--- config.mk ---
export PLATFORM = sky130hd
export DESIGN_NAME = linear_key_value_table
export DESIGN_NICKNAME = d
export VERILOG_FILES = /design/src/hdl/kvt_pkg.sv /design/src/hdl/kvt_ram.sv /design/src/hdl/kvt_cmp.sv /design/src/hdl/linear_key_value_table.sv
export SDC_FILE = /design/constraint.sdc
export NUM_CORES = 2
export LEC_CHECK = 0
export BUFFER_PORTS_ARGS = -buffer_cell sky130_fd_sc_hd__buf_2
export CAP_MARGIN = 40
export CORE_ASPECT_RATIO = 0.6
export CORE_MARGIN = 4
export CORE_UTILIZATION = 29
export CTS_BUF_LIST = sky130_fd_sc_hd__clkbuf_2 sky130_fd_sc_hd__clkbuf_4 sky130_fd_sc_hd__clkbuf_8
export CTS_CLUSTER_SIZE = 40
export DETAILED_ROUTE_END_ITERATION = 8
export PLACE_DENSITY_LB_ADDON = 0.1
export SLEW_MARGIN = 25
export SYNTH_ARGS = -nofsm -noshare
export SYNTH_HDL_FRONTEND = slang
export SYNTH_HIERARCHICAL = 1
export SYNTH_SLANG_ARGS = --single-unit
--- constraint.sdc ---
create_clock -name clk -period 15.7 [get_ports clk]
set_input_delay 0.785 -clock clk [delete_from_list [all_inputs] [get_ports clk]]
set_output_delay 0.785 -clock clk [all_outputs]
set_load 0.02 [all_outputs]
--- src/hdl/kvt_pkg.sv ---
package kvt_pkg;

    localparam int DEPTH       = 16;
    localparam int KEY_BYTES   = 8;
    localparam int VALUE_BYTES = 8;

    localparam int KEY_W  = 64;
    localparam int VAL_W  = 64;
    localparam int LEN_W  = 4;
    localparam int CNT_W  = 5;
    localparam int IDX_W  = (DEPTH > 1) ? $clog2(DEPTH) : 1;
    localparam int FUNC_W = 2;
    localparam int STAT_W = 2;

    // s_tdata: func, key_bytes, key_len, value_bytes, value_len, zero pad
    localparam int IN_RAW_W = FUNC_W + KEY_W + LEN_W + VAL_W + LEN_W;
    localparam int IN_W     = ((IN_RAW_W + 7) / 8) * 8;
    // m_tdata: status, found_value, found_value_len, entry_total, zero pad
    localparam int OUT_RAW_W = STAT_W + VAL_W + LEN_W + CNT_W;
    localparam int OUT_W     = ((OUT_RAW_W + 7) / 8) * 8;

    localparam logic [FUNC_W-1:0] FN_APPEND = 2'd0;
    localparam logic [FUNC_W-1:0] FN_REMOVE = 2'd1;
    localparam logic [FUNC_W-1:0] FN_GET    = 2'd2;
    localparam logic [FUNC_W-1:0] FN_RSVD   = 2'd3;

    localparam logic [STAT_W-1:0] STAT_OK        = 2'd0;
    localparam logic [STAT_W-1:0] STAT_FULL      = 2'd1;
    localparam logic [STAT_W-1:0] STAT_NOT_FOUND = 2'd2;
    localparam logic [STAT_W-1:0] STAT_BAD_LEN   = 2'd3;

    typedef struct packed {
        logic [LEN_W-1:0] value_len;
        logic [VAL_W-1:0] value;
        logic [LEN_W-1:0] key_len;
        logic [KEY_W-1:0] key;
    } kvt_entry_t;

    localparam int ENTRY_W = $bits(kvt_entry_t);

    // keep the low n bytes of a 64-bit string
    function automatic logic [63:0] byte_mask(input logic [LEN_W-1:0] n);
        logic [63:0] m;
        m = '0;
        for (int i = 0; i < 8; i++)
        begin
            m[8*i +: 8] = (LEN_W'(i) < n) ? 8'hFF : 8'h00;
        end
        return m;
    endfunction

endpackage

--- src/hdl/kvt_ram.sv ---
module kvt_ram #(
    parameter int WIDTH = 8,
    parameter int DEPTH = 16,
    parameter int AW    = 4
) (
    input  logic             clk,
    input  logic             we,
    input  logic [AW-1:0]    waddr,
    input  logic [WIDTH-1:0] wdata,
    input  logic             re,
    input  logic [AW-1:0]    raddr,
    output logic [WIDTH-1:0] rdata
);

    logic [WIDTH-1:0] mem [DEPTH];

    always_ff @(posedge clk)
    begin
        if (we)
        begin
            mem[waddr] <= wdata;
        end
    end

    always_ff @(posedge clk)
    begin
        if (re)
        begin
            rdata <= mem[raddr];
        end
    end

endmodule

--- src/hdl/kvt_cmp.sv ---
module kvt_cmp (
    input  kvt_pkg::kvt_entry_t          entry,
    input  logic [kvt_pkg::KEY_W-1:0]    probe_key,
    input  logic [kvt_pkg::LEN_W-1:0]    probe_len,
    output logic                         match
);

    import kvt_pkg::*;

    logic len_eq;
    logic key_eq;

    // both sides are already masked to their length
    assign len_eq = (entry.key_len == probe_len);
    assign key_eq = (entry.key == probe_key);
    assign match  = len_eq && key_eq;

endmodule

--- src/hdl/linear_key_value_table.sv ---
// Timing: append, full and invalid-length items go from accept to the done state and then
//   to the result register; get and remove on a non-empty table also pass the scan state and,
//   for a remove that leaves a gap, the shift state, paced by the one-read, one-write entry memory.
// Throughput: one item at a time; s_tready is high only while the sequencer is idle.
// Reset (rst_n, asynchronous, active low): table empty, capacity_limit = 16, no result pending.
//   The entry memory is not cleared; only entries below the count are ever read.
module linear_key_value_table (
    input  logic                        clk,
    input  logic                        rst_n,

    // configuration: capacity_limit
    input  logic                        cfg_valid,
    output logic                        cfg_ready,
    input  logic [kvt_pkg::CNT_W-1:0]   cfg_data,

    input  logic                        s_tvalid,
    output logic                        s_tready,
    // from bit 0: func[1:0], key_bytes[63:0], key_len[3:0], value_bytes[63:0],
    //             value_len[3:0], zero pad
    input  logic [kvt_pkg::IN_W-1:0]    s_tdata,

    output logic                        m_tvalid,
    input  logic                        m_tready,
    // from bit 0: status[1:0], found_value[63:0], found_value_len[3:0],
    //             entry_total[4:0], zero pad
    output logic [kvt_pkg::OUT_W-1:0]   m_tdata
);

    import kvt_pkg::*;

    // sequencer states
    localparam logic [1:0] S_IDLE  = 2'd0;
    localparam logic [1:0] S_SCAN  = 2'd1;
    localparam logic [1:0] S_SHIFT = 2'd2;
    localparam logic [1:0] S_DONE  = 2'd3;

    logic [1:0]        state_reg, state_next;
    logic [FUNC_W-1:0] func_reg, func_next;
    logic [KEY_W-1:0]  key_reg, key_next;
    logic [LEN_W-1:0]  klen_reg, klen_next;
    logic [IDX_W-1:0]  idx_reg, idx_next;
    logic [CNT_W-1:0]  count_reg, count_next;
    logic [CNT_W-1:0]  cap_reg;
    logic [STAT_W-1:0] res_status_reg, res_status_next;
    logic [VAL_W-1:0]  res_val_reg, res_val_next;
    logic [LEN_W-1:0]  res_vlen_reg, res_vlen_next;
    logic              m_tvalid_reg, m_tvalid_next;
    logic [OUT_W-1:0]  m_tdata_reg, m_tdata_next;

    // unpacked input item
    logic [FUNC_W-1:0] in_func;
    logic [KEY_W-1:0]  in_key;
    logic [LEN_W-1:0]  in_klen;
    logic [VAL_W-1:0]  in_val;
    logic [LEN_W-1:0]  in_vlen;
    logic              klen_bad;
    logic              vlen_bad;
    logic              accept;

    logic [CNT_W-1:0]  limit;
    logic [CNT_W-1:0]  idx_p1;
    logic [CNT_W-1:0]  idx_p2;

    // entry memory ports
    logic              ram_we;
    logic [IDX_W-1:0]  ram_waddr;
    kvt_entry_t        ram_wdata;
    logic              ram_re;
    logic [IDX_W-1:0]  ram_raddr;
    logic [ENTRY_W-1:0] ram_rdata_raw;
    kvt_entry_t        ram_rdata;
    logic              match;

    assign in_func = s_tdata[FUNC_W-1:0];
    assign in_key  = s_tdata[FUNC_W +: KEY_W];
    assign in_klen = s_tdata[FUNC_W + KEY_W +: LEN_W];
    assign in_val  = s_tdata[FUNC_W + KEY_W + LEN_W +: VAL_W];
    assign in_vlen = s_tdata[FUNC_W + KEY_W + LEN_W + VAL_W +: LEN_W];

    assign klen_bad = (in_klen == '0) || (in_klen > LEN_W'(KEY_BYTES));
    assign vlen_bad = (in_vlen == '0) || (in_vlen > LEN_W'(VALUE_BYTES));

    assign s_tready  = (state_reg == S_IDLE);
    assign accept    = s_tvalid && s_tready;
    assign cfg_ready = 1'b1;
    assign m_tvalid  = m_tvalid_reg;
    assign m_tdata   = m_tdata_reg;

    // a register value above the table size acts as the table size
    assign limit  = (cap_reg < CNT_W'(DEPTH)) ? cap_reg : CNT_W'(DEPTH);
    assign idx_p1 = CNT_W'(idx_reg) + CNT_W'(1);
    assign idx_p2 = CNT_W'(idx_reg) + CNT_W'(2);

    assign ram_rdata = kvt_entry_t'(ram_rdata_raw);

    kvt_ram #(
        .WIDTH (ENTRY_W),
        .DEPTH (DEPTH),
        .AW    (IDX_W)
    ) u_ram (
        .clk   (clk),
        .we    (ram_we),
        .waddr (ram_waddr),
        .wdata (ram_wdata),
        .re    (ram_re),
        .raddr (ram_raddr),
        .rdata (ram_rdata_raw)
    );

    // one key compare, reused for every entry of the scan
    kvt_cmp u_cmp (
        .entry     (ram_rdata),
        .probe_key (key_reg),
        .probe_len (klen_reg),
        .match     (match)
    );

    always_comb
    begin
        state_next      = state_reg;
        func_next       = func_reg;
        key_next        = key_reg;
        klen_next       = klen_reg;
        idx_next        = idx_reg;
        count_next      = count_reg;
        res_status_next = res_status_reg;
        res_val_next    = res_val_reg;
        res_vlen_next   = res_vlen_reg;
        m_tvalid_next   = m_tvalid_reg && !m_tready;
        m_tdata_next    = m_tdata_reg;
        ram_we          = 1'b0;
        ram_waddr       = idx_reg;
        ram_wdata       = ram_rdata;
        ram_re          = 1'b0;
        ram_raddr       = idx_p1[IDX_W-1:0];

        case (state_reg)
            S_IDLE:
            begin
                if (accept)
                begin
                    func_next     = in_func;
                    key_next      = in_key & byte_mask(in_klen);
                    klen_next     = in_klen;
                    idx_next      = '0;
                    res_val_next  = '0;
                    res_vlen_next = '0;
                    state_next    = S_DONE;
                    if (in_func == FN_RSVD || klen_bad || (in_func == FN_APPEND && vlen_bad))
                    begin
                        res_status_next = STAT_BAD_LEN;
                    end
                    else if (in_func == FN_APPEND)
                    begin
                        if (count_reg >= limit)
                        begin
                            res_status_next = STAT_FULL;
                        end
                        else
                        begin
                            // store at the end of the table
                            ram_we              = 1'b1;
                            ram_waddr           = count_reg[IDX_W-1:0];
                            ram_wdata.key       = in_key & byte_mask(in_klen);
                            ram_wdata.key_len   = in_klen;
                            ram_wdata.value     = in_val & byte_mask(in_vlen);
                            ram_wdata.value_len = in_vlen;
                            count_next          = count_reg + CNT_W'(1);
                            res_status_next     = STAT_OK;
                        end
                    end
                    else if (count_reg == '0)
                    begin
                        res_status_next = STAT_NOT_FOUND;
                    end
                    else
                    begin
                        // start the scan at the first entry
                        ram_re     = 1'b1;
                        ram_raddr  = '0;
                        state_next = S_SCAN;
                    end
                end
            end

            S_SCAN:
            begin
                if (match)
                begin
                    res_status_next = STAT_OK;
                    res_val_next    = ram_rdata.value;
                    res_vlen_next   = ram_rdata.value_len;
                    if (func_reg == FN_REMOVE && idx_p1 < count_reg)
                    begin
                        // close the gap: idx_reg becomes the write slot
                        ram_re     = 1'b1;
                        ram_raddr  = idx_p1[IDX_W-1:0];
                        state_next = S_SHIFT;
                    end
                    else
                    begin
                        if (func_reg == FN_REMOVE)
                        begin
                            count_next = count_reg - CNT_W'(1);
                        end
                        state_next = S_DONE;
                    end
                end
                else if (idx_p1 < count_reg)
                begin
                    ram_re    = 1'b1;
                    ram_raddr = idx_p1[IDX_W-1:0];
                    idx_next  = idx_p1[IDX_W-1:0];
                end
                else
                begin
                    res_status_next = STAT_NOT_FOUND;
                    state_next      = S_DONE;
                end
            end

            S_SHIFT:
            begin
                // move entry idx+1 down into idx
                ram_we    = 1'b1;
                ram_waddr = idx_reg;
                ram_wdata = ram_rdata;
                if (idx_p2 < count_reg)
                begin
                    ram_re    = 1'b1;
                    ram_raddr = idx_p2[IDX_W-1:0];
                    idx_next  = idx_p1[IDX_W-1:0];
                end
                else
                begin
                    count_next = count_reg - CNT_W'(1);
                    state_next = S_DONE;
                end
            end

            S_DONE:
            begin
                // hold until the output register is free
                if (!m_tvalid_reg || m_tready)
                begin
                    m_tvalid_next = 1'b1;
                    m_tdata_next  = OUT_W'({count_reg, res_vlen_reg, res_val_reg,
                                            res_status_reg});
                    state_next    = S_IDLE;
                end
            end

            default:
            begin
                state_next = S_IDLE;
            end
        endcase
    end

    always_ff @(posedge clk or negedge rst_n)
    begin
        if (!rst_n)
        begin
            state_reg    <= S_IDLE;
            count_reg    <= '0;
            cap_reg      <= CNT_W'(16);
            m_tvalid_reg <= 1'b0;
        end
        else
        begin
            state_reg    <= state_next;
            count_reg    <= count_next;
            m_tvalid_reg <= m_tvalid_next;
            if (cfg_valid && cfg_ready)
            begin
                cap_reg <= cfg_data;
            end
        end
    end

    always_ff @(posedge clk)
    begin
        func_reg       <= func_next;
        key_reg        <= key_next;
        klen_reg       <= klen_next;
        idx_reg        <= idx_next;
        res_status_reg <= res_status_next;
        res_val_reg    <= res_val_next;
        res_vlen_reg   <= res_vlen_next;
        m_tdata_reg    <= m_tdata_next;
    end

`ifndef ASSERT_OFF
    // the table never holds more than its size
    assert property (@(posedge clk) disable iff (!rst_n)
        count_reg <= CNT_W'(DEPTH))
        else $error("entry count above table size");

    // an item in work blocks the next one
    assert property (@(posedge clk) disable iff (!rst_n)
        accept |=> !s_tready)
        else $error("input taken while busy");

    // outside idle, an item removes at most one entry
    assert property (@(posedge clk) disable iff (!rst_n)
        state_reg != S_IDLE |=> (count_reg == $past(count_reg) ||
                                 count_reg == $past(count_reg) - CNT_W'(1)))
        else $error("count changed by more than one removal");

    // a result is only launched from the done state
    assert property (@(posedge clk) disable iff (!rst_n)
        $rose(m_tvalid_reg) |-> $past(state_reg) == S_DONE)
        else $error("result launched outside done state");
`endif

endmodule
==> metrics <==
TritonCTS clock tree yes; Die Footprint 346000 um2; RSZ-0062 raised after global routing no; Filler cells 31500; PortBufs 224; Nets 5375; clk sinks 2544; most frequent cells in the layout edfxtp_1, mux4_2, clkbuf_8; CTS Buffer Depth 4; Clock Tree Root clkbuf_8; Clock Pin Slew Worst Setup and Hold Paths 70 ps; Yosys reg bits 2544; area grow syn2layout 16.7%; vias per cell 4.78; drt wl/cell 29.1 um; Final Util 0.341; sequential-to-total area share from yosys stat 0.783; hold crit path type primary input to flip-flop; Final Hold Viols 0; Multi-input gate area 20000 um2; crit share post-route 0.381; CP arrival 6780 ps; post-CTS sizing 0; total CTS buffers 405; PwrDens 238 nW/um2; GRT Util Overall 0.165; DIE HEIGHT 457 um; Largest register FFs 2176; worst-margin pin slew 1010 ps; post-synthesis cell type count 60; Post-CTS Setup Inserts 0; crit path time final 5980 ps; critical path type flip-flop to flip-flop; Slew headroom 0.327; Final setup viols 0; Startpoint Class flip-flop; Hold Buf Count CTS 16; H-tree Lvls 5; Crit Path Max Fanout 40; number of global-route vias before repair 49900; Top FF cell, synth edfxtp_1; Std-Cell Rows 164; cell area after synthesis 97500 um2; Leakage 36.7 nW; final wirelength 291000 um; Initial Util 0.292; first-pass detailed-route iteration total 5; EDFF count, synth 2531; fraction of layout cells with a size suffix above 1 0.322; Clk Latency, worst-skew pair 1060 ps; Critical Path End Type flip-flop; GPL Wtd Cong 0.689; Initial DRC Count 3865; setup_tns 0 ps; Die X 757 um; I/O pin count 237; final setup skew 96.8 ps; Slew Viols, Final 0; first-pass GRT wire length 404000 um; run status finished, final reports clean; initial antenna violation count 21; largest net degree at the start of global routing 96; Ys Warns 6; Synth async-reset ratio 0.00511; Fmax achieved 167 MHz; FF/Latch Area 76300 um2; DR vias 47800; Max-cap violations 0; Avg Cell Area, Syn 21.5 um2; Post-DP HPWL 158000 um; WP data required 16500 ps; most common cell after layout, fill and taps aside edfxtp_1; post-route ant nets 0; residual DRC count 0; Cells after Synth 4534; peak supply drop 0.384 mV; core footprint 334000 um2; GRT overflow 0
Yosys cell counts (9+ instances only):
cell,instances,area (um2)
edfxtp_1,2531,76000
mux4_2,514,11600
nand2_1,240,901
a22oi_1,237,1780
mux2_2,110,1240
o21ai_0,92,460
clkbuf_1,86,323
nor2_1,76,285
buf_2,72,360
nor2b_1,72,450
inv_1,63,236
and2_1,42,263
xor2_1,41,359
xnor2_1,35,307
nand2b_1,28,175
buf_4,27,203
mux2i_1,26,260
buf_1,24,90.1
mux2_4,23,345
ha_1,22,275
o221ai_1,20,175
buf_6,18,203
dfrtp_1,12,300
a21oi_1,11,55.1
a221oi_1,11,96.3
nand4_1,11,68.8
nor3_1,9,45.0
nor4_1,9,56.3
per-stage QoR:
step	hold slack, ps	power (mW)	cell area, um2	setup WS (ps)	cells
global route	50.6	28.7	114000	9410	9987
floorplan	400	17.8	97500	1630	4538
global placement	402	21.7	105000	8170	9189
detailed placement	405	22.0	106000	8820	9250
CTS	3.32	27.6	114000	9170	9973
finish	138	27.1	114000	9720	9991
cell type report:
cell class / count / area share
Clock inverter: 158 / 0.00742
Antenna cell: 11 / 0.000242
Inverter: 64 / 0.00212
Tap cell: 4482 / 0.0493
Sequential cell: 2544 / 0.671
Timing Repair Buffer: 483 / 0.0355
Multi-Input combinational cell: 1700 / 0.176
Clock buffer: 549 / 0.0588
cells by family (layout without fill, tap and decap cells):
kind of cell	Yosys count	in the layout	synth area share
flip-flops	2544	2544	0.783
multiplexers	674	674	0.138
AND/OR/NAND/NOR	514	514	0.0252
AO/OA/AOI/OAI	407	407	0.0290
buffers and inverters	294	1254	0.0151
XOR/XNOR	76	76	0.00683
adder cells (fa/ha/maj)	23	23	0.00303
other	2	17	0.0000770
layer usage:
| metal | share of wire | wire [um] | track usage | vias up |
|---|---|---|---|---|
| met3 | 0.043 | 12600 | 0.0282 | 377 |
| met4 | 0.020 | 5690 | 0.0361 | 0 |
| met1 | 0.47 | 137000 | 0.240 | 26100 |
| li1 | - | - | - | 20100 |
| met2 | 0.47 | 135000 | 0.259 | 1187 |
| met5 | 0 | 0 | 0 | - |
path summary, 6_finish.rpt:
path | from | to | slack [ps] | cells past startpoint
worst max-delay path | idx_reg[1] | u_ram/rdata[56] | 9720 | 16
worst min-delay path | s_tdata[33] | key_reg[31] | 140 | 2
worst max register to register | idx_reg[1] | u_ram/rdata[56] | 9720 | 16
worst min register to register | res_val_reg[3] | m_tdata[5] | 420 | 0
max in group asynchronous | rst_n | cap_reg[4] | 15240 | 2
min in group asynchronous | rst_n | m_tvalid | 160 | 2
critical path, cell delays in order (launching register included):
cell and delay [ps]:
edfxtp_1 530, ha_1 290, xor2_1 160, ha_1 310, nand3_1 90, o21ai_0 230, a21oi_1 130, a21boi_0 140
buf_4 190, o22ai_4 320, buf_16 210, buf_4 560, buf_4 540, buf_4 660, and2_1 800, a221oi_1 240
a22oi_1 250
power by group:
part	switching, mW	internal (mW)	total (mW)
Combinational	6.99	4.62	11.6
Clock	2.69	2.82	5.51
Sequential	0.296	9.69	9.99
(Power assumes the default switching activity.)
